<file path="src/rtl/update_frame_receiver_crc_check_macros.svh">
// Assertion macros used by the RTL checks in ufr_back
`ifndef UPDATE_FRAME_RECEIVER_CRC_CHECK_MACROS_SVH
`define UPDATE_FRAME_RECEIVER_CRC_CHECK_MACROS_SVH

// ante holds in a cycle -> cons holds in the same cycle
`define UFR_ASSERT_SAME(lbl, clk, rst, ante, cons, msg) \
   lbl: assert property (@(posedge clk) disable iff (rst) (ante) |-> (cons)) else $error(msg);

// ante holds in a cycle -> cons holds in the next cycle
`define UFR_ASSERT_NEXT(lbl, clk, rst, ante, cons, msg) \
   lbl: assert property (@(posedge clk) disable iff (rst) (ante) |=> (cons)) else $error(msg);

`endif

</file>
<file path="src/rtl/ufr_pkg.sv">
package ufr_pkg;

   // default buffer size, fixed header size and default queue depth
   localparam int MAX_PAYLOAD_DEF = 1024;
   localparam int HEADER_BYTES    = 11;
   localparam int QUEUE_DEPTH_DEF = 2;

   // frame length thresholds
   localparam int SHORT_MAX  = 5;  // this many bytes or fewer cannot hold a header
   localparam int FINAL_MIN  = 8;  // a final marker needs this many bytes

   // CRC-16/Modbus
   localparam logic [15:0] CRC_POLY = 16'hA001;
   localparam logic [15:0] CRC_INIT = 16'hFFFF;

   // frame marks, first character in the top byte
   localparam logic [39:0] HEAD_MARK = "start";
   localparam logic [23:0] TAIL_MARK = "end";

   // error limit after reset
   localparam logic [3:0] ERR_LIMIT_RST = 4'd5;

   typedef enum logic [2:0] {
      ST_OK         = 3'd0,
      ST_BAD_HEADER = 3'd1,
      ST_CRC_BAD    = 3'd2,
      ST_SHORT      = 3'd3,
      ST_FINAL      = 3'd4,
      ST_TOO_LONG   = 3'd5
   } status_type;

   // classified frame handed from front to back
   typedef struct packed {
      status_type  status;
      logic [15:0] pkt_index;
      logic [15:0] crc;
   } frame_info_type;

   // one reflected CRC byte update, eight bit steps
   function automatic logic [15:0] crc_byte(input logic [15:0] crc, input logic [7:0] b);
      logic [15:0] c;
      c = crc ^ {8'h00, b};
      for (int k = 0; k < 8; k++) begin
         if (c[0]) begin
            c = (c >> 1) ^ CRC_POLY;
         end else begin
            c = c >> 1;
         end
      end
      return c;
   endfunction

endpackage

</file>
<file path="src/rtl/ufr_if.sv">
// request channel: received bytes
interface ufr_req_if;
   logic       valid;
   logic       ready;
   logic [7:0] rx_byte;
   logic       frame_end;

   modport source (output valid, output rx_byte, output frame_end, input ready);
   modport sink   (input valid, input rx_byte, input frame_end, output ready);
endinterface

// response channel: one per frame
interface ufr_rsp_if #(parameter int LEN_W = 11);
   logic             valid;
   logic             ready;
   logic [2:0]       status;
   logic [15:0]      pkt_index;
   logic [LEN_W-1:0] payload_length;
   logic [15:0]      computed_crc;
   logic [15:0]      request_index;
   logic [15:0]      accepted_count;
   logic             final_complete;

   modport source (output valid, output status, output pkt_index, output payload_length,
                   output computed_crc, output request_index, output accepted_count,
                   output final_complete, input ready);
   modport sink   (input valid, input status, input pkt_index, input payload_length,
                   input computed_crc, input request_index, input accepted_count,
                   input final_complete, output ready);
endinterface

// register write channel
interface ufr_csr_if;
   logic       valid;
   logic       ready;
   logic [3:0] error_limit;

   modport source (output valid, output error_limit, input ready);
   modport sink   (input valid, input error_limit, output ready);
endinterface

</file>
<file path="src/rtl/update_frame_receiver_crc_check.sv">
// Channel  Direction  Carries
// req      in         rx_byte, frame_end (one received byte per request)
// rsp      out        status, pkt_index, payload_length, computed_crc,
//                     request_index, accepted_count, final_complete (one per frame)
// csr      in         error_limit write
//
// One request is taken per cycle while the frame queue is not full; the byte-wide
// CRC update in the front end sets that pace. After a frame's last byte is taken,
// its response passes through the frame queue, then the response register behind
// the counter update. The frame queue (QUEUE_DEPTH entries) lets bytes keep flowing
// while a response waits; req stalls only when the queue is full.
// Reset is synchronous; no clearing pass.
module update_frame_receiver_crc_check #(
   parameter int MAX_PAYLOAD = ufr_pkg::MAX_PAYLOAD_DEF,
   parameter int QUEUE_DEPTH = ufr_pkg::QUEUE_DEPTH_DEF,
   parameter int LEN_W       = $clog2(MAX_PAYLOAD + 1)
) (
   input  logic      clock,
   input  logic      reset,
   ufr_req_if.sink   req_if,
   ufr_rsp_if.source rsp_if,
   ufr_csr_if.sink   csr_if
);

   localparam int QW = $bits(ufr_pkg::frame_info_type) + LEN_W;

   logic                    push, pop, full, not_empty;
   ufr_pkg::frame_info_type push_info, head_info;
   logic [LEN_W-1:0]        push_len, head_len;
   logic [QW-1:0]           head_data;

   // byte intake and frame classification
   ufr_front #(
      .MAX_PAYLOAD (MAX_PAYLOAD),
      .LEN_W       (LEN_W)
   ) u_front (
      .clock  (clock),
      .reset  (reset),
      .req_if (req_if),
      .q_full (full),
      .q_push (push),
      .q_info (push_info),
      .q_len  (push_len)
   );

   // frame queue
   ufr_queue #(
      .DEPTH (QUEUE_DEPTH),
      .W     (QW)
   ) u_queue (
      .clock     (clock),
      .reset     (reset),
      .push      (push),
      .push_data ({push_info, push_len}),
      .pop       (pop),
      .full      (full),
      .not_empty (not_empty),
      .head_data (head_data)
   );

   assign head_info = head_data[QW-1:LEN_W];
   assign head_len  = head_data[LEN_W-1:0];

   // counters and response
   ufr_back #(
      .LEN_W (LEN_W)
   ) u_back (
      .clock   (clock),
      .reset   (reset),
      .q_valid (not_empty),
      .q_info  (head_info),
      .q_len   (head_len),
      .q_pop   (pop),
      .csr_if  (csr_if),
      .rsp_if  (rsp_if)
   );

endmodule

</file>
<file path="src/rtl/ufr_front.sv">
module ufr_front #(
   parameter int MAX_PAYLOAD = ufr_pkg::MAX_PAYLOAD_DEF,
   parameter int LEN_W       = $clog2(MAX_PAYLOAD + 1)
) (
   input  logic                    clock,
   input  logic                    reset,
   ufr_req_if.sink                 req_if,
   input  logic                    q_full,
   output logic                    q_push,
   output ufr_pkg::frame_info_type q_info,
   output logic [LEN_W-1:0]        q_len
);

   localparam int HB    = ufr_pkg::HEADER_BYTES;
   localparam int CNT_W = $clog2(HB + MAX_PAYLOAD + 1);
   localparam int IDX_W = $clog2(HB);
   localparam logic [CNT_W-1:0] CNT_LIMIT = CNT_W'(HB + MAX_PAYLOAD);
   localparam logic [CNT_W-1:0] CNT_HDR   = CNT_W'(HB);

   logic [CNT_W-1:0] cnt_ff, cnt_in, n_val;
   logic [15:0]      crc_ff, crc_in, crc_step, crc_now;
   logic [7:0]       hdr_ff [HB];
   logic [7:0]       hv     [HB];
   logic [15:0]      stated_len, len_h;
   logic             accept, store_en, in_payload;

   assign req_if.ready = !q_full;
   assign accept       = req_if.valid && req_if.ready;
   assign q_push       = accept && req_if.frame_end;

   // byte position and payload window
   assign store_en   = cnt_ff < CNT_LIMIT;
   assign stated_len = {hdr_ff[10], hdr_ff[9]};
   assign in_payload = store_en && (cnt_ff >= CNT_HDR)
                       && (17'(cnt_ff - CNT_HDR) < 17'(stated_len));
   assign crc_step   = ufr_pkg::crc_byte(crc_ff, req_if.rx_byte);
   assign crc_now    = in_payload ? crc_step : crc_ff;
   assign n_val      = store_en ? cnt_ff + CNT_W'(1) : cnt_ff;

   // header as it stands with the current byte in place
   always_comb begin
      for (int i = 0; i < HB; i++) begin
         hv[i] = (cnt_ff == CNT_W'(i)) ? req_if.rx_byte : hdr_ff[i];
      end
   end

   // frame classification at frame end
   always_comb begin
      q_info = '0;
      q_len  = '0;
      len_h  = {hv[10], hv[9]};
      if (n_val <= CNT_W'(ufr_pkg::SHORT_MAX)) begin
         q_info.status = ufr_pkg::ST_SHORT;
      end else if ({hv[0], hv[1], hv[2], hv[3], hv[4]} != ufr_pkg::HEAD_MARK) begin
         q_info.status = ufr_pkg::ST_BAD_HEADER;
      end else if (n_val >= CNT_W'(ufr_pkg::FINAL_MIN)
                   && {hv[5], hv[6], hv[7]} == ufr_pkg::TAIL_MARK) begin
         q_info.status = ufr_pkg::ST_FINAL;
      end else if (n_val < CNT_HDR) begin
         q_info.status = ufr_pkg::ST_SHORT;
      end else begin
         q_info.pkt_index = {hv[8], hv[7]};
         q_info.crc       = crc_now;
         if (17'(len_h) > 17'(MAX_PAYLOAD)) begin
            q_len         = LEN_W'(MAX_PAYLOAD);
            q_info.status = ufr_pkg::ST_TOO_LONG;
         end else begin
            q_len = LEN_W'(len_h);
            if (17'(n_val) < 17'(CNT_HDR) + 17'(len_h)) begin
               q_info.status = ufr_pkg::ST_SHORT;
            end else if ({hv[6], hv[5]} == crc_now) begin
               q_info.status = ufr_pkg::ST_OK;
            end else begin
               q_info.status = ufr_pkg::ST_CRC_BAD;
            end
         end
      end
   end

   // next count and CRC
   always_comb begin
      cnt_in = cnt_ff;
      crc_in = crc_ff;
      if (accept) begin
         if (req_if.frame_end) begin
            cnt_in = '0;
            crc_in = ufr_pkg::CRC_INIT;
         end else if (store_en) begin
            cnt_in = cnt_ff + CNT_W'(1);
            crc_in = crc_now;
         end
      end
   end

   always_ff @(posedge clock) begin
      if (reset) begin
         cnt_ff <= '0;
         crc_ff <= ufr_pkg::CRC_INIT;
      end else begin
         cnt_ff <= cnt_in;
         crc_ff <= crc_in;
      end
   end

   // header byte store, no reset
   always_ff @(posedge clock) begin
      if (accept && cnt_ff < CNT_HDR) begin
         hdr_ff[cnt_ff[IDX_W-1:0]] <= req_if.rx_byte;
      end
   end

endmodule

</file>
<file path="src/rtl/ufr_queue.sv">
module ufr_queue #(
   parameter int DEPTH = ufr_pkg::QUEUE_DEPTH_DEF,
   parameter int W     = 8
) (
   input  logic         clock,
   input  logic         reset,
   input  logic         push,
   input  logic [W-1:0] push_data,
   input  logic         pop,
   output logic         full,
   output logic         not_empty,
   output logic [W-1:0] head_data
);

   localparam int PTR_W = (DEPTH > 1) ? $clog2(DEPTH) : 1;
   localparam int CNT_W = $clog2(DEPTH + 1);
   localparam logic [PTR_W-1:0] PTR_LAST = PTR_W'(DEPTH - 1);

   logic [W-1:0]     slot_ff [DEPTH];
   logic [PTR_W-1:0] wr_ff, wr_in, rd_ff, rd_in;
   logic [CNT_W-1:0] cnt_ff, cnt_in;

   assign full      = cnt_ff == CNT_W'(DEPTH);
   assign not_empty = cnt_ff != '0;
   assign head_data = slot_ff[rd_ff];

   // pointer and fill level
   always_comb begin
      wr_in  = wr_ff;
      rd_in  = rd_ff;
      cnt_in = cnt_ff;
      if (push) begin
         wr_in = (wr_ff == PTR_LAST) ? '0 : wr_ff + PTR_W'(1);
      end
      if (pop) begin
         rd_in = (rd_ff == PTR_LAST) ? '0 : rd_ff + PTR_W'(1);
      end
      if (push && !pop) begin
         cnt_in = cnt_ff + CNT_W'(1);
      end else if (pop && !push) begin
         cnt_in = cnt_ff - CNT_W'(1);
      end
   end

   always_ff @(posedge clock) begin
      if (reset) begin
         wr_ff  <= '0;
         rd_ff  <= '0;
         cnt_ff <= '0;
      end else begin
         wr_ff  <= wr_in;
         rd_ff  <= rd_in;
         cnt_ff <= cnt_in;
      end
   end

   always_ff @(posedge clock) begin
      if (push) begin
         slot_ff[wr_ff] <= push_data;
      end
   end

endmodule

</file>
<file path="src/rtl/ufr_back.sv">
`include "update_frame_receiver_crc_check_macros.svh"

module ufr_back #(
   parameter int LEN_W = 11
) (
   input  logic                    clock,
   input  logic                    reset,
   input  logic                    q_valid,
   input  ufr_pkg::frame_info_type q_info,
   input  logic [LEN_W-1:0]        q_len,
   output logic                    q_pop,
   ufr_csr_if.sink                 csr_if,
   ufr_rsp_if.source               rsp_if
);

   logic [15:0] req_ff, req_in, good_ff, good_in;
   logic [3:0]  bad_ff, bad_in, lim_ff;
   logic        vld_ff, vld_in;

   ufr_pkg::status_type st_ff;
   logic [15:0]         idx_ff, crc_ff, req_out_ff, good_out_ff;
   logic [LEN_W-1:0]    len_ff;
   logic                fin_ff;

   // take a frame when the response register is free or being drained
   assign q_pop = q_valid && (!vld_ff || rsp_if.ready);

   // counter updates
   always_comb begin
      req_in  = req_ff;
      good_in = good_ff;
      bad_in  = bad_ff;
      if (q_pop) begin
         case (q_info.status)
            ufr_pkg::ST_OK: begin
               req_in  = q_info.pkt_index + 16'd1;
               good_in = good_ff + 16'd1;
               bad_in  = '0;
            end
            ufr_pkg::ST_FINAL: begin
            end
            default: begin
               if (bad_ff >= lim_ff) begin
                  bad_in = lim_ff;
                  req_in = '0;
               end else begin
                  bad_in = bad_ff + 4'd1;
               end
            end
         endcase
      end
   end

   always_comb begin
      vld_in = vld_ff;
      if (q_pop) begin
         vld_in = 1'b1;
      end else if (rsp_if.ready) begin
         vld_in = 1'b0;
      end
   end

   // control state and limit register
   assign csr_if.ready = 1'b1;

   always_ff @(posedge clock) begin
      if (reset) begin
         req_ff  <= '0;
         good_ff <= '0;
         bad_ff  <= '0;
         vld_ff  <= 1'b0;
         lim_ff  <= ufr_pkg::ERR_LIMIT_RST;
      end else begin
         req_ff  <= req_in;
         good_ff <= good_in;
         bad_ff  <= bad_in;
         vld_ff  <= vld_in;
         if (csr_if.valid && csr_if.ready) begin
            lim_ff <= csr_if.error_limit;
         end
      end
   end

   // response register
   always_ff @(posedge clock) begin
      if (q_pop) begin
         st_ff       <= q_info.status;
         idx_ff      <= q_info.pkt_index;
         crc_ff      <= q_info.crc;
         len_ff      <= q_len;
         req_out_ff  <= req_in;
         good_out_ff <= good_in;
         fin_ff      <= (q_info.status == ufr_pkg::ST_FINAL) && (req_ff == good_ff);
      end
   end

   assign rsp_if.valid          = vld_ff;
   assign rsp_if.status         = st_ff;
   assign rsp_if.pkt_index      = idx_ff;
   assign rsp_if.payload_length = len_ff;
   assign rsp_if.computed_crc   = crc_ff;
   assign rsp_if.request_index  = req_out_ff;
   assign rsp_if.accepted_count = good_out_ff;
   assign rsp_if.final_complete = fin_ff;

   // checks
   `UFR_ASSERT_NEXT(a_ok_clears_bad, clock, reset,
                    q_pop && q_info.status == ufr_pkg::ST_OK, bad_ff == 4'd0,
                    "accepted frame left error count set")
   `UFR_ASSERT_NEXT(a_ok_counts, clock, reset,
                    q_pop && q_info.status == ufr_pkg::ST_OK,
                    good_ff == $past(good_ff) + 16'd1, "accepted count did not advance")
   `UFR_ASSERT_SAME(a_fin_only_final, clock, reset, vld_ff && fin_ff,
                    st_ff == ufr_pkg::ST_FINAL, "final flag on a non-final frame")
   `UFR_ASSERT_NEXT(a_pop_shows, clock, reset, q_pop,
                    vld_ff && rsp_if.accepted_count == good_ff, "response not loaded after pop")

endmodule

</file>
<file path="src/flat_wrapper.sv">
// flat-port wrapper written by rule: the top's interface ports become plain ports
module update_frame_receiver_crc_check_flat 
#(
   parameter int MAX_PAYLOAD = ufr_pkg::MAX_PAYLOAD_DEF,
   parameter int QUEUE_DEPTH = ufr_pkg::QUEUE_DEPTH_DEF,
   parameter int LEN_W       = $clog2(MAX_PAYLOAD + 1)
)
  (clock, reset, req_if_valid, req_if_rx_byte, req_if_frame_end, req_if_ready, rsp_if_valid, rsp_if_status, rsp_if_pkt_index, rsp_if_payload_length, rsp_if_computed_crc, rsp_if_request_index, rsp_if_accepted_count, rsp_if_final_complete, rsp_if_ready, csr_if_valid, csr_if_error_limit, csr_if_ready);
  ufr_req_if req_if_i ();
  ufr_rsp_if #(.LEN_W(LEN_W)) rsp_if_i ();
  ufr_csr_if csr_if_i ();
  input  logic clock;
  input  logic reset;
  input wire logic [$bits(req_if_i.valid)-1:0] req_if_valid;
  input wire logic [$bits(req_if_i.rx_byte)-1:0] req_if_rx_byte;
  input wire logic [$bits(req_if_i.frame_end)-1:0] req_if_frame_end;
  output wire logic [$bits(req_if_i.ready)-1:0] req_if_ready;
  output wire logic [$bits(rsp_if_i.valid)-1:0] rsp_if_valid;
  output wire logic [$bits(rsp_if_i.status)-1:0] rsp_if_status;
  output wire logic [$bits(rsp_if_i.pkt_index)-1:0] rsp_if_pkt_index;
  output wire logic [$bits(rsp_if_i.payload_length)-1:0] rsp_if_payload_length;
  output wire logic [$bits(rsp_if_i.computed_crc)-1:0] rsp_if_computed_crc;
  output wire logic [$bits(rsp_if_i.request_index)-1:0] rsp_if_request_index;
  output wire logic [$bits(rsp_if_i.accepted_count)-1:0] rsp_if_accepted_count;
  output wire logic [$bits(rsp_if_i.final_complete)-1:0] rsp_if_final_complete;
  input wire logic [$bits(rsp_if_i.ready)-1:0] rsp_if_ready;
  input wire logic [$bits(csr_if_i.valid)-1:0] csr_if_valid;
  input wire logic [$bits(csr_if_i.error_limit)-1:0] csr_if_error_limit;
  output wire logic [$bits(csr_if_i.ready)-1:0] csr_if_ready;
  assign req_if_i.valid = req_if_valid;
  assign req_if_i.rx_byte = req_if_rx_byte;
  assign req_if_i.frame_end = req_if_frame_end;
  assign req_if_ready = req_if_i.ready;
  assign rsp_if_valid = rsp_if_i.valid;
  assign rsp_if_status = rsp_if_i.status;
  assign rsp_if_pkt_index = rsp_if_i.pkt_index;
  assign rsp_if_payload_length = rsp_if_i.payload_length;
  assign rsp_if_computed_crc = rsp_if_i.computed_crc;
  assign rsp_if_request_index = rsp_if_i.request_index;
  assign rsp_if_accepted_count = rsp_if_i.accepted_count;
  assign rsp_if_final_complete = rsp_if_i.final_complete;
  assign rsp_if_i.ready = rsp_if_ready;
  assign csr_if_i.valid = csr_if_valid;
  assign csr_if_i.error_limit = csr_if_error_limit;
  assign csr_if_ready = csr_if_i.ready;
  update_frame_receiver_crc_check #(.MAX_PAYLOAD(MAX_PAYLOAD), .QUEUE_DEPTH(QUEUE_DEPTH), .LEN_W(LEN_W)) u_core (.clock(clock), .reset(reset), .req_if(req_if_i), .rsp_if(rsp_if_i), .csr_if(csr_if_i));
endmodule
</file>
<file path="config.mk">
export PLATFORM = sky130hd
export DESIGN_NAME = update_frame_receiver_crc_check_flat
export DESIGN_NICKNAME = d
export VERILOG_FILES = /design/src/rtl/ufr_pkg.sv /design/src/rtl/ufr_if.sv /design/src/rtl/update_frame_receiver_crc_check.sv /design/src/rtl/ufr_front.sv /design/src/rtl/ufr_queue.sv /design/src/rtl/ufr_back.sv /design/src/flat_wrapper.sv
export VERILOG_INCLUDE_DIRS = /design/src /design/src/rtl
export SDC_FILE = /design/constraint.sdc
export NUM_CORES = 1
export LEC_CHECK = 0
export BUFFER_PORTS_ARGS = -buffer_cell sky130_fd_sc_hd__buf_2
export CORE_ASPECT_RATIO = 1.1
export CORE_MARGIN = 3
export CORE_UTILIZATION = 35
export CTS_BUF_LIST = sky130_fd_sc_hd__clkbuf_8
export DETAILED_ROUTE_END_ITERATION = 6
export PLACE_DENSITY = 0.52
export SETUP_SLACK_MARGIN = 0.05
export SYNTH_ARGS = -nofsm -noshare
export SYNTH_HDL_FRONTEND = slang
export SYNTH_SLANG_ARGS = --single-unit
</file>
<file path="constraint.sdc">
create_clock -name clock -period 4.1 [get_ports clock]
set_input_delay 0 -clock clock [delete_from_list [all_inputs] [get_ports clock]]
set_output_delay 0 -clock clock [all_outputs]
set_load 0.01 [all_outputs]
</file>
After elaboration in Yosys (flattened, before gate mapping)
Memories as Yosys holds them, arrays and structs flattened. A register that Yosys moved wholly into a read port is not among the register bits. Cells that the tools add are included.

Register bits: 151. Memory bits (writable): 180. Input bits: 18. Output and inout bits: 82. Word-level logic and storage cells: 147. Memories: 2.

Add/subtract/negate cells: 10. Magnitude comparators: 10. Equal/unequal tests: 16. Multiplexer cells: 59. Bitwise gates (word level): 10. Reductions and logical operators: 23.

Memory list: u_core.u_queue.slot_ff (depth 2, width 46, read ports 1, clocked after Yosys merged registers in 1, wr ports 1, line ufr_queue.sv:19) `logic [W-1:0] slot_ff [DEPTH];`; u_core.u_front.hdr_ff (depth 11, width 8, read ports 11, clocked after Yosys merged registers in 0, wr ports 1, line ufr_front.sv:22) `logic [7:0] hdr_ff [HB];`.

Operators with widths (number): $mux W16 (15); $mux W32 (4); $mux W8 (11); $mux W11 (7); $eq A11 B3 Y1 const B (4); $ne A40 B39 Y1 const B (1); $eq A11 B4 Y1 const B (3); $add A16 B1 Y16 const B (2); $eq A16 B16 Y1 (2); $pmux W16 S2 (1); $eq A24 B23 Y1 const B (1); $not A2 Y3 (8); $eq A11 B2 Y1 const B (2); $ge A11 B4 Y1 const B (2); $lt A11 B4 Y1 const B (2); $mux W3 (6); $add A4 B16 Y17 const A (1); $lt A11 B17 Y1 (1); $lt A17 B16 Y1 (1); $gt A16 B11 Y1 const B (1); $xor A16 B8 Y16 (1); $sub A11 B4 Y12 const B (1); $add A11 B1 Y11 const B (1); $eq A11 B1 Y1 const B (1); other kinds (21) (49).

Logic depth before layout (Yosys ltp)
Gate-level depths: netlist of the first run.

Depth after elaboration: 26. Mapped depth: 25. Depth with buffers taken out: 23.

By module
From an unflattened synthesis of the first run, not the netlist that was laid out.

Cells, all modules: 1289. Area total of the unflattened synthesis: 15870.2 µm².

By module, submodules not included: ufr_front (times used 1, cells each 762, area an instance 7409.6 µm², seq. area each 3183.1 µm²); ufr_back (times used 1, cells each 362, area an instance 4917.2 µm², seq. area each 3193.1 µm²); ufr_queue (times used 1, cells each 165, area an instance 3543.4 µm², seq. area each 2862.7 µm²).

Worst setup path after synthesis of the first run
Ideal clock, no wire load.

Path kind: register -> register. Start: reg u_core.u_front.cnt_ff[1]. End: mem u_core.u_queue.slot_ff[0][44] (netlist bit), data pin. Setup time: 0.279 ns. Arrival time: 4.159 ns. Data required time: 3.821 ns. Setup slack: -0.338 ns. Cell stages (with the launch flop): 26. Buffers on the path: 2. Period minus slack after synthesis: 4.438 ns. Cell sequence: dfxtp_1 -> inv_1 -> ha_1 -> nor2b_1 -> nand3_1 -> buf_4 -> buf_1 -> mux2i_1 -> ha_1 -> nor2b_1 -> mux2i_1 -> a21oi_1 -> nand2_1 -> xor2_1 -> nor2_1 -> a21oi_1 -> ha_1 -> a21oi_1 -> o21ai_0 -> a211oi_1 -> nor2_1 -> a311oi_1 -> a2111o_1 -> nor3b_1 -> and4b_1 -> a22oi_1.

RTL lines: start, declared (line ufr_front.sv:20) `logic [CNT_W-1:0] cnt_ff, cnt_in, n_val;`; start signal, assigned (line ufr_front.sv:100) `cnt_ff <= cnt_in;`; end, declared (line ufr_queue.sv:19).

==> out/results.tsv, run 1 <==
stage	metric	value	unit
timing	rsz0062_at_grt	yes	
logic_synthesis	synth-seq-cells	332	
logic_synthesis	syn_avg_cell_area	12.3	um^2
timing	setup_viol	0	
pwr	clkPwrFrac	0.343	
floorplanning	placementRows	80	
floorplanning	pin_count	100	
layout	diodes	0	
pwr	power.leakage	7.45	nW
logic_synthesis	async_flop_share	0	
logic_synthesis	netlist.area_leader.share	0.499	
layout	multi_input_area	0.00609	mm^2
logic_synthesis	synth_cells	1273	
setup_path	worstPathArrival	4.35	ns
timing	fin_crit	3.98	ns
timing	hold_viol_final	0	
pwr	pwr-share-comb	0.169	
layout	register_area	0.00924	mm^2
logic_synthesis	synth_commonest_cells	edfxtp_1, nor2_1, nand2_1	
logic_synthesis	syn-num-nets	1328	
routing	wl_per_cell	18.7	um
floorplanning	initial_core_util	0.357	
placed_design	io_buffers	98	
logic_synthesis	ys_warn_count	0	
timing	worst_slew_pin_slew	0.995	ns
floorplanning	fp.dieW	207	um
setup_path	required	4.46	ns
clock_tree	cts.path.max_buffers	3	
routing	drc	0	
timing	drv_slew	0	
clock_tree	clk_root_buffer_cell	clkbuf_8	
timing	fin_crit_sh	0.972	
clock_tree	clkLatencyLatePin	0.65	ns
layout	utilization	0.429	
floorplanning	core_region_area	0.0437	mm^2
clock_tree	cts_tree	built	
routing	via_per_inst	5.00	
clock_tree	cts_buffers	55	
logic_synthesis	ys.flop_type	edfxtp_1	
global_route	antenna_found_initial	1	
pwr	power_density	479	mW/mm^2
pwr	power_switching_share	0.271	
setup_path	startpoint	u_core.u_front.cnt_ff[7]	
pwr	p_total	8.98	mW
hold_path	hold_path.class	in -> reg	
timing	setup_tns	0	ns
setup_path	endpoint_kind	register	
logic_synthesis	yosysUniqueCellTypes	86	
pwr	power.share.sequential	0.488	
global_route	grt_usage	0.165	
global_route	grt_pass1_wl	60900	um
logic_synthesis	syn_area	0.0156	mm^2
clock_tree	cts_sinks	332	
logic_synthesis	yosysMostFrequentCell	edfxtp_1	
layout	fill_cells	4140	
hold_path	worstHoldStart	csr_if_valid	
routing	drtPass1Iterations	6	
logic_synthesis	synth-edff-count	259	
timing	fin_worst_skew	0.0422	ns
logic_synthesis	yosysTopAreaCell	edfxtp_1	
global_route	grt_pass1_vias	10565	
routing	antenna_left	0	
routing	drt_iter0_drc	637	
global_route	grt-ovfl-total	0	
timing	relSlewSlack	0.336	
setup_path	worstSetupStartpointType	register	
setup_path	path_class	reg -> reg	
layout	fin_nets	1527	
routing	vias	10452	
clock_tree	cts_htree_levels	2	
pwr	cellInternalPower	6.55	mW
clock_tree	cts.clk_slew.worst_paths	0.07	ns
setup_path	timing.rr.start	u_core.u_front.cnt_ff[7]	
logic_synthesis	seq_area_frac_synth	0.592	
logic_synthesis	synthTopCellsByArea	edfxtp_1, dfxtp_1, mux2_2	
timing	max_freq	251	MHz
placed_design	gp_congestion	0.899	
layout	syn2layout_area_growth	20.3	%
floorplanning	design.die.area	0.0471	mm^2
floorplanning	die_h	227	um
layout	drive_above_1_share	0.237	
placed_design	hpwl	28100	um
pwr	vdd_drop_max	0.223	mV
outcome	status	finished, final reports clean	
setup_path	path_max_fanout	4	
flow_run	maxCapViolations	0	
pwr	netSwitchingPower	2.43	mW
global_route	grt_max_degree	47	
routing	wirelength	39000	um
state kept, by name (all words and copies together), names as in the netlist, named ones only:
name                                 cells
u_core.u_back.bad_ff                     4
u_core.u_back.good_ff                   16
u_core.u_back.lim_ff                     4
u_core.u_back.req_ff                    16
u_core.u_back.rsp_if.accepted_count     16
u_core.u_back.rsp_if.computed_crc       16
u_core.u_back.rsp_if.final_complete      1
u_core.u_back.rsp_if.payload_length     11
u_core.u_back.rsp_if.pkt_index          16
u_core.u_back.rsp_if.request_index      16
u_core.u_back.rsp_if.status              3
u_core.u_back.rsp_if.valid               1
u_core.u_front.cnt_ff                   11
u_core.u_front.crc_ff                   16
u_core.u_front.hdr_ff                   88
u_core.u_queue.cnt_ff                    2
u_core.u_queue.rd_ff                     1
u_core.u_queue.slot_ff                  92
u_core.u_queue.wr_ff                     1
what timing repair did:
action	CTS	global route
cloned	0	0
pin swaps	3	7
resized for setup	17	17
hold endpoints to repair	100	0
hold buffers	24	0
setup buffers	2	3
setup endpoints to repair	4	15
path summary, 6_finish.rpt:
| check | end | cells past startpoint | slack [ns] |
|---|---|---|---|
| worst min register to register | u_core.u_queue.rd_ff | 2 | 0.52 |
| worst min-delay path | u_core.u_back.lim_ff[2] | 3 | 0.22 |
| worst max-delay path | u_core.u_queue.slot_ff[0][44] | 21 | 0.12 |
| worst max register to register | u_core.u_queue.slot_ff[0][44] | 21 | 0.12 |
per-stage QoR:
step                      hold slack, ns  cell area [um^2]  instances  worst slack (ns)
after floorplan                   0.0989             15600       1273            0.0515
after CTS                          0.158             18700       2087            0.0523
after global placement             0.222             17200       1960            0.0206
after global routing               0.207             18800       2090            -0.174
final                              0.217             18800       2090             0.115
after detailed placement           0.217             17200       1960           -0.0543
per-layer routing:
metal  wire length (um)  vias to the layer above  global-route usage
met5                 13                        -                   0
met4               1050                        2              0.0508
met3               1920                       75              0.0339
met2              18900                      259               0.283
met1              17100                     5021               0.212
li1                   -                     5095                   -
kinds of logic (layout without fill, tap and decap cells):
family	Yosys count	in the layout	share of synthesized area
muxes	99	99	0.0683
and+or+nand+nor	423	423	0.145
AOI/OAI and AO/OA	173	173	0.0759
buffers and inverters	102	345	0.0275
other	1	1	0.000240
DFF	332	332	0.592
adders and majority gates	37	37	0.0297
xor gates and xnor gates	106	106	0.0614
layout by cell type (no fill, tap or decap), types with 14 or more instances in the layout:
master,Yosys,final
a21oi_1,42,40
a22o_1,16,16
and2_1,49,48
buf_2,16,98
buf_4,5,76
clkbuf_8,0,61
dfxtp_1,73,69
dlygate4sd3_1,0,24
edfxtp_1,259,259
ha_1,37,35
inv_1,42,52
mux2_2,47,47
mux2i_1,50,47
nand2_1,82,82
nand3_1,39,37
nand4_1,17,17
nor2_1,112,108
nor3_1,15,14
nor4_1,17,16
o21ai_0,29,27
xnor2_1,53,53
xor2_1,51,51
worst max-delay path, cell delays in order (launching register included):
cell      delay (ns)
dfxtp_2         0.33
nor4_4          0.37
nand3_4         0.15
mux2i_2         0.19
ha_2            0.23
nor2b_1         0.11
mux2i_1         0.10
a21oi_2         0.23
nand2_1         0.09
xor2_1          0.16
nor2_1          0.13
a21oi_1         0.05
ha_1            0.32
nand2_1         0.07
nor2_2          0.12
a211oi_2        0.08
nor2_1          0.10
a311oi_1        0.06
a2111o_1        0.37
nor3b_2         0.17
and4b_1         0.22
a22oi_2         0.06
area by class of cell:
| type | count | share of cell area |
|---|---|---|
| flip-flops and latches | 332 | 0.493 |
| multi-input cells | 839 | 0.324 |
| repair buffers | 202 | 0.0731 |
| clock buffers | 61 | 0.0447 |
| well taps | 574 | 0.0383 |
| clock inverters | 40 | 0.0184 |
| inverters | 42 | 0.00847 |
power by group through the flow:
stage / Clock, mW / Combinational [mW] / Sequential [mW]
after floorplan: 0 / 0.704 / 4.62
after global routing: 3.34 / 1.68 / 4.43
final: 3.08 / 1.52 / 4.38
after detailed placement: 0 / 1.52 / 4.46
after global placement: 0 / 1.52 / 4.45
after CTS: 3.20 / 1.55 / 4.39
Note: power is estimated with default switching activity, not from simulation.
==> run 2: changes to the inputs <==
--- a/config.mk
+++ b/config.mk
@@ -9,10 +9,9 @@
 export BUFFER_PORTS_ARGS = -buffer_cell sky130_fd_sc_hd__buf_2
 export CORE_ASPECT_RATIO = 1.1
 export CORE_MARGIN = 3
-export CORE_UTILIZATION = 35
-export CTS_BUF_LIST = sky130_fd_sc_hd__clkbuf_8
+export CORE_UTILIZATION = 45
 export DETAILED_ROUTE_END_ITERATION = 6
-export PLACE_DENSITY = 0.52
+export PLACE_DENSITY = 0.61
 export SETUP_SLACK_MARGIN = 0.05
 export SYNTH_ARGS = -nofsm -noshare
 export SYNTH_HDL_FRONTEND = slang
==> constraint.sdc (replaced) <==
create_clock -name clock -period 3.9 [get_ports clock]
set_input_delay 0 -clock clock [delete_from_list [all_inputs] [get_ports clock]]
set_output_delay 0 -clock clock [all_outputs]
set_load 0.01 [all_outputs]
==> run 2 against run 1 <==
The flow now finishes with violations (negative setup slack). Core utilization rose by 12 points. Wire length fell by 3.2%. Sequential share of layout area rose by 0.31 points. Critical path depth fell by 1. Total power rose by 5.3%. Final area fell by 0.62%. Count of clock-buffer cells in the layout fell by 13. Maximum frequency fell by 0.72%. Worst hold slack got worse by 0.18 ns. Sequential power rose by 5.0%. Combinational power rose by 4%. Via count rose by 0.75%.
==> out/results.tsv, run 2 (same netlist as run 1, synthesis figures left out) <==
stage	metric	value	unit
layout	fill_cells	2828	
setup_path	cp_top_family	simple AND/OR/NAND/NOR gates	
layout	layout_commonest_cell	edfxtp_1	
routing	wl_per_cell	19.6	um
pwr	power_density	507	mW/mm^2
clock_tree	cts_htree_levels	2	
setup_path	worstPathArrival	4.27	ns
routing	via_per_inst	5.46	
setup_path	cpPeakStageDelay	0.37	ns
setup_path	required	4.16	ns
timing	timing.final.ws_setup	-0.114	ns
timing	max_freq	249	MHz
layout	diodes	0	
hold_path	holdPathEnd	u_core.u_front.hdr_ff[10][6]	
global_route	antenna_found_initial	1	
clock_tree	cts_tree	built	
routing	wirelength	37800	um
routing	drtPass1Iterations	7	
setup_path	worst-path-stages	20	
placed_design	gp_congestion	0.912	
timing	setup_viol	2	
routing	drc	0	
timing	setup_tns	-0.227	ns
routing	antenna_left	0	
layout	drive_above_1_share	0.234	
global_route	grt_usage	0.202	
layout	fin_cells	1927	
floorplanning	design.die.area	0.0369	mm^2
hold_path	worstHoldStart	req_if_rx_byte[6]	
global_route	grt_pass1_wl	58700	um
hold_path	hold_depth	2	
timing	fin_worst_skew	0.0204	ns
setup_path	critical_path_buf_inv_count	1	
setup_path	worstSetupStartpointType	register	
setup_path	r2r_cells	20	
clock_tree	cts_sinks	332	
routing	drt_iter0_drc	720	
global_route	grt-ovfl-total	0	
floorplanning	die_h	201	um
outcome	status	finished, violations left	
layout	top_register	u_core.u_queue.slot_ff	
placed_design	io_buffers	98	
timing	hold_viol_final	0	
layout	syn2layout_area_growth	19.5	%
timing	rsz0062_at_grt	yes	
floorplanning	fp.dieW	184	um
placed_design	post-place-cells	1830	
floorplanning	initial_core_util	0.463	
timing	worst_slew_pin_slew	1.14	ns
timing	fin_crit_sh	1.03	
floorplanning	pin_count	100	
setup_path	endpoint_kind	register	
outcome	violations	negative setup slack	
placed_design	pre_cts_ws	-0.111	ns
pwr	p_total	9.46	mW
setup_path	timing.rr.start	u_core.u_front.cnt_ff[5]	
setup_path	regToRegSetupSlack	-0.11	ns
setup_path	worstPathCellList	nor4_4, nand3_4, mux2i_4, ha_2, nor2b_1, mux2i_1, a21oi_2, buf_4, nand2_2, xnor2_1, ha_1, nand2_1, o21ai_2, a211oi_2, nor2_1, a311oi_2, a2111o_1, nor3b_2, and4b_1, a22oi_2	
layout	largest_reg_flops	92	
placed_design	hpwl	27000	um
pwr	vdd_drop_max	0.431	mV
clock_tree	clk_root_buffer_cell	clkbuf_16	
clock_tree	cts.clk_slew.worst_paths	0.06	ns
setup_path	path_max_fanout	3	
clock_tree	clkLatencyLatePin	0.54	ns
pwr	power.leakage	7.42	nW
setup_path	path_class	reg -> reg	
timing	fin_crit	4.01	ns
setup_path	reg2reg_to	u_core.u_queue.slot_ff[1][44]	
setup_path	cpMaxStageDelayCell	a2111o_1	
timing	relSlewSlack	0.243	
floorplanning	core_region_area	0.0337	mm^2
global_route	grt_max_degree	70	
layout	layout_common_cells	edfxtp_1, nor2_1, buf_2	
timing	drv_slew	0	
flow_run	maxCapViolations	0	
clock_tree	cts_buffers	37	
layout	fin_nets	1522	
floorplanning	placementRows	70	
routing	vias	10530	
clock_tree	cts.path.max_buffers	3	
hold_path	hold_path.class	in -> reg	
global_route	grt_pass1_vias	10488	
## run 2: cell types whose count changed in the layout (fill, tap and decap cells not counted), moves of 5 or more
cell       previous run  this run
clkbuf_8             61         1
clkbuf_16             0        38
buf_4                76        93
inv_1                52        40
clkbuf_1              0         9
bufinv_16             6         1
clkinv_2             11         6
## run 2: power breakdown
part	internal [mW]	switching, mW	leakage (nW)
Sequential	4.43	0.162	2.98
Combinational	0.608	0.977	3.88
Clock	1.89	1.39	0.554
Total	6.93	2.53	7.42
## run 2: how the worst max path moves through the flow
| stage | to | start | slack [ns] |
|---|---|---|---|
| 6_report | u_core.u_queue.slot_ff[1][44] | u_core.u_front.cnt_ff[5] | -0.11 |
| 5_1_grt | u_core.u_queue.slot_ff[1][44] | u_core.u_front.cnt_ff[5] | -0.37 |
| 4_1_cts | u_core.u_queue.slot_ff[0][44] | u_core.u_front.cnt_ff[5] | -0.06 |
| 3_5_place_dp | u_core.u_queue.slot_ff[1][44] | u_core.u_front.cnt_ff[2] | -0.11 |
| 3_3_place_gp | u_core.u_queue.slot_ff[0][44] | u_core.u_front.cnt_ff[2] | -0.02 |
| 2_1_floorplan | u_core.u_queue.slot_ff[0][44] | u_core.u_front.cnt_ff[7] | -0.09 |
## run 2: final cells by class
class                   instances  area (um^2)  share of cell area
clock inverters                19          145             0.00778
well taps                     432          541              0.0290
repair buffers                215         1450              0.0777
clock buffers                  48          998              0.0535
multi-input cells             839         6110               0.328
flip-flops and latches        332         9250               0.496
inverters                      42          159             0.00852
## run 2: through the flow
stage,instance area [um^2],utilization,hold WS (ns)
after CTS,18500,0.549,0.0115
final,18700,0.553,0.0376
after global routing,18700,0.553,0.0325
after floorplan,15600,-,0.0989
after global placement,17100,0.506,0.226
after detailed placement,17100,0.506,0.219
## run 2: timing repair
action / in CTS / in global routing
gates resized for setup: 14 / 21
setup buffers: 3 / 5
hold buffers: 22 / 0
endpoints found under the setup margin: 4 / 90
pin swaps: 3 / 2
endpoints found under the hold margin: 48 / 0
## run 2: per-layer routing
layer / global-route usage / vias up / part of all wire
met5: 0 / - / 0
met4: 0.0623 / 0 / 0.028
met3: 0.0340 / 69 / 0.052
met2: 0.340 / 286 / 0.48
met1: 0.268 / 5114 / 0.44
li1: - / 5061 / -
## run 2: worst register-to-register path, stage by stage (launching register included)
cell,delay [ns]
dfxtp_4,0.35
nor4_4,0.35
nand3_4,0.17
mux2i_4,0.22
ha_2,0.21
nor2b_1,0.11
mux2i_1,0.11
a21oi_2,0.20
buf_4,0.14
nand2_2,0.07
xnor2_1,0.16
ha_1,0.30
nand2_1,0.10
o21ai_2,0.18
a211oi_2,0.07
nor2_1,0.14
a311oi_2,0.06
a2111o_1,0.37
nor3b_2,0.17
and4b_1,0.21
a22oi_2,0.06
==> run 3: changes to the inputs <==
--- a/config.mk
+++ b/config.mk
@@ -6,11 +6,12 @@
 export SDC_FILE = /design/constraint.sdc
 export NUM_CORES = 1
 export LEC_CHECK = 0
-export BUFFER_PORTS_ARGS = -buffer_cell sky130_fd_sc_hd__buf_2
+export BUFFER_PORTS_ARGS = -buffer_cell sky130_fd_sc_hd__buf_4
 export CORE_ASPECT_RATIO = 1.1
 export CORE_MARGIN = 3
 export CORE_UTILIZATION = 45
 export DETAILED_ROUTE_END_ITERATION = 6
+export GPL_TIMING_DRIVEN = 0
 export PLACE_DENSITY = 0.61
 export SETUP_SLACK_MARGIN = 0.05
 export SYNTH_ARGS = -nofsm -noshare
==> run 3 against run 2 <==
The run ends with negative hold slack, negative setup slack left. Global-route usage grew 0.53 points. Combinational power grew 14%. First-iteration DRC count grew 18%. Sequential cell count is the same. Wire length grew 2.2%. Final area grew 0.40%. Via count grew 0.14%. Critical path type unchanged.
==> out/results.tsv, run 3 (same netlist as run 1, synthesis figures left out) <==
stage	metric	value	unit
outcome	status	finished, violations left	
outcome	violations	negative hold slack, negative setup slack	
timing	hold-worst-slack	-0.132	ns
layout	fill_cells	2800	
placed_design	post-place-cells	1803	
layout	fin_nets	1504	
clock_tree	clkLatencyLatePin	0.53	ns
layout	largest_reg_flops	92	
setup_path	path_max_fanout	5	
layout	layout_commonest_cell	edfxtp_1	
hold_path	hold_depth	1	
clock_tree	cts_sinks	332	
placed_design	gp_congestion	0.922	
setup_path	timing.rr.start	u_core.u_front.cnt_ff[4]	
clock_tree	cts.path.max_buffers	3	
setup_path	regToRegSetupSlack	-0.88	ns
timing	rsz0062_at_grt	yes	
timing	fin_crit_sh	1.23	
floorplanning	fp.dieW	184	um
timing	drv_slew	0	
floorplanning	core_region_area	0.0337	mm^2
placed_design	hpwl	27100	um
timing	relSlewSlack	0.408	
floorplanning	initial_core_util	0.463	
routing	via_per_inst	5.52	
timing	setup_viol	4	
floorplanning	design.die.area	0.0369	mm^2
global_route	grt_pass1_vias	10496	
routing	drtPass1Iterations	7	
routing	wirelength	38600	um
placed_design	pre_cts_ws	-1.42	ns
setup_path	worstPathArrival	5.01	ns
clock_tree	clk_root_buffer_cell	clkbuf_16	
routing	drc	0	
clock_tree	holdBufCountCts	18	
global_route	grt-ovfl-total	0	
pwr	power.leakage	7.33	nW
setup_path	path_class	reg -> reg	
placed_design	io_buffers	95	
timing	hold_viol_final	22	
timing	fin_worst_skew	0.0142	ns
hold_path	hold_path.class	in -> reg	
timing	worst_slew_pin_slew	0.879	ns
routing	wl_per_cell	20.2	um
layout	fin_cells	1909	
layout	diodes	0	
setup_path	reg2reg_to	u_core.u_queue.slot_ff[1][44]	
floorplanning	die_h	201	um
pwr	power_density	517	mW/mm^2
floorplanning	pin_count	100	
setup_path	required	4.13	ns
routing	drt_iter0_drc	849	
timing	max_freq	209	MHz
hold_path	worstHoldStart	req_if_rx_byte[1]	
setup_path	r2r_cells	25	
timing	fin_crit	4.78	ns
clock_tree	cts_tree	built	
global_route	grt_pass1_wl	59900	um
clock_tree	cts_htree_levels	2	
flow_run	maxCapViolations	0	
timing	timing.final.ws_setup	-0.881	ns
pwr	p_total	9.68	mW
global_route	antenna_found_initial	0	
hold_path	holdPathEnd	u_core.u_front.hdr_ff[4][1]	
setup_path	worstSetupStartpointType	register	
layout	top_register	u_core.u_queue.slot_ff	
layout	drive_above_1_share	0.210	
global_route	grt_usage	0.208	
routing	vias	10545	
clock_tree	cts_buffers	36	
clock_tree	cts.clk_slew.worst_paths	0.06	ns
pwr	vdd_drop_max	0.301	mV
timing	setup_tns	-3.08	ns
layout	syn2layout_area_growth	20.0	%
layout	layout_common_cells	edfxtp_1, buf_4, nor2_1	
floorplanning	placementRows	70	
setup_path	endpoint_kind	register	
routing	antenna_left	0	
global_route	grt_max_degree	44	
## run 3: cell count changes in the layout (fill, tap and decap cells not counted), sizes merged
cell | before | now
buf | 193 | 143
bufinv | 1 | 2
clkbuf | 48 | 82
clkinv | 15 | 13
dlygate4sd3 | 22 | 18
inv | 43 | 45
nor2 | 112 | 113
## run 3: how the worst max path moves through the flow
stage	from	endpoint	slack, ns	cells past startpoint
5_1_grt	u_core.u_front.cnt_ff[4]	u_core.u_queue.slot_ff[0][44]	-1.06	25
3_5_place_dp	u_core.u_front.cnt_ff[1]	u_core.u_queue.slot_ff[1][44]	-1.42	25
2_1_floorplan	u_core.u_front.cnt_ff[7]	u_core.u_queue.slot_ff[0][44]	-0.09	25
6_report	u_core.u_front.cnt_ff[4]	u_core.u_queue.slot_ff[1][44]	-0.88	25
3_3_place_gp	u_core.u_front.cnt_ff[1]	u_core.u_queue.slot_ff[0][44]	-1.34	25
4_1_cts	u_core.u_front.cnt_ff[7]	u_core.u_queue.slot_ff[1][44]	-0.94	25
## run 3: metal layers
| layer | global-route usage | vias to the layer above | part of all wire |
|---|---|---|---|
| li1 | - | 5034 | - |
| met1 | 0.270 | 5097 | 0.43 |
| met2 | 0.348 | 326 | 0.48 |
| met3 | 0.0331 | 88 | 0.048 |
| met4 | 0.0830 | 0 | 0.040 |
| met5 | 0 | - | 0 |
## run 3: what timing repair did
action / 4_1_cts / 5_1_grt
setup buffers: 10 / 12
pin swaps: 13 / 17
setup endpoints to repair: 108 / 106
resized for setup: 39 / 28
endpoints found under the hold margin: 95 / 22
gates cloned: 0 / 1
## run 3: metrics by stage
stage	cell area (um^2)	utilization	hold WS (ns)
3_3_place_gp	16900	0.501	0.225
6_report	18700	0.555	-0.132
3_5_place_dp	17000	0.503	0.231
5_1_grt	18700	0.555	-0.146
2_1_floorplan	15600	-	0.0989
4_1_cts	18500	0.549	-0.151
## run 3: power by group
| group | switching (mW) | internal, mW | total (mW) |
|---|---|---|---|
| Clock | 1.37 | 1.92 | 3.29 |
| Sequential | 0.171 | 4.43 | 4.60 |
| Combinational | 1.01 | 0.792 | 1.80 |
## run 3: worst max-delay path: stages, from the launching register on
cell      delay (ns)
dfxtp_1         0.31
buf_6           0.13
nor4_4          0.38
buf_6           0.16
nand3_4         0.08
buf_12          0.15
buf_8           0.11
mux2i_4         0.19
ha_4            0.22
nor2b_1         0.11
mux2i_1         0.12
a21oi_2         0.21
nand2_1         0.10
xor2_1          0.17
nor2_1          0.15
a21oi_2         0.06
ha_1            0.29
a21oi_1         0.06
o21ai_1         0.13
a211oi_1        0.06
nor2_1          0.11
a311oi_1        0.06
a2111o_1        0.39
nor3b_2         0.26
and4b_2         0.35
a22oi_2         0.11
## run 3: area by class of cell
cell class | instances | area [um^2] | share of cell area
flip-flops and latches | 332 | 9240 | 0.494
multi-input cells | 840 | 6170 | 0.330
repair buffers | 138 | 1130 | 0.0604
clock buffers | 46 | 980 | 0.0523
well taps | 432 | 541 | 0.0289
plain buffers | 59 | 337 | 0.0180
clock inverters | 20 | 161 | 0.00862
inverters | 42 | 160 | 0.00855
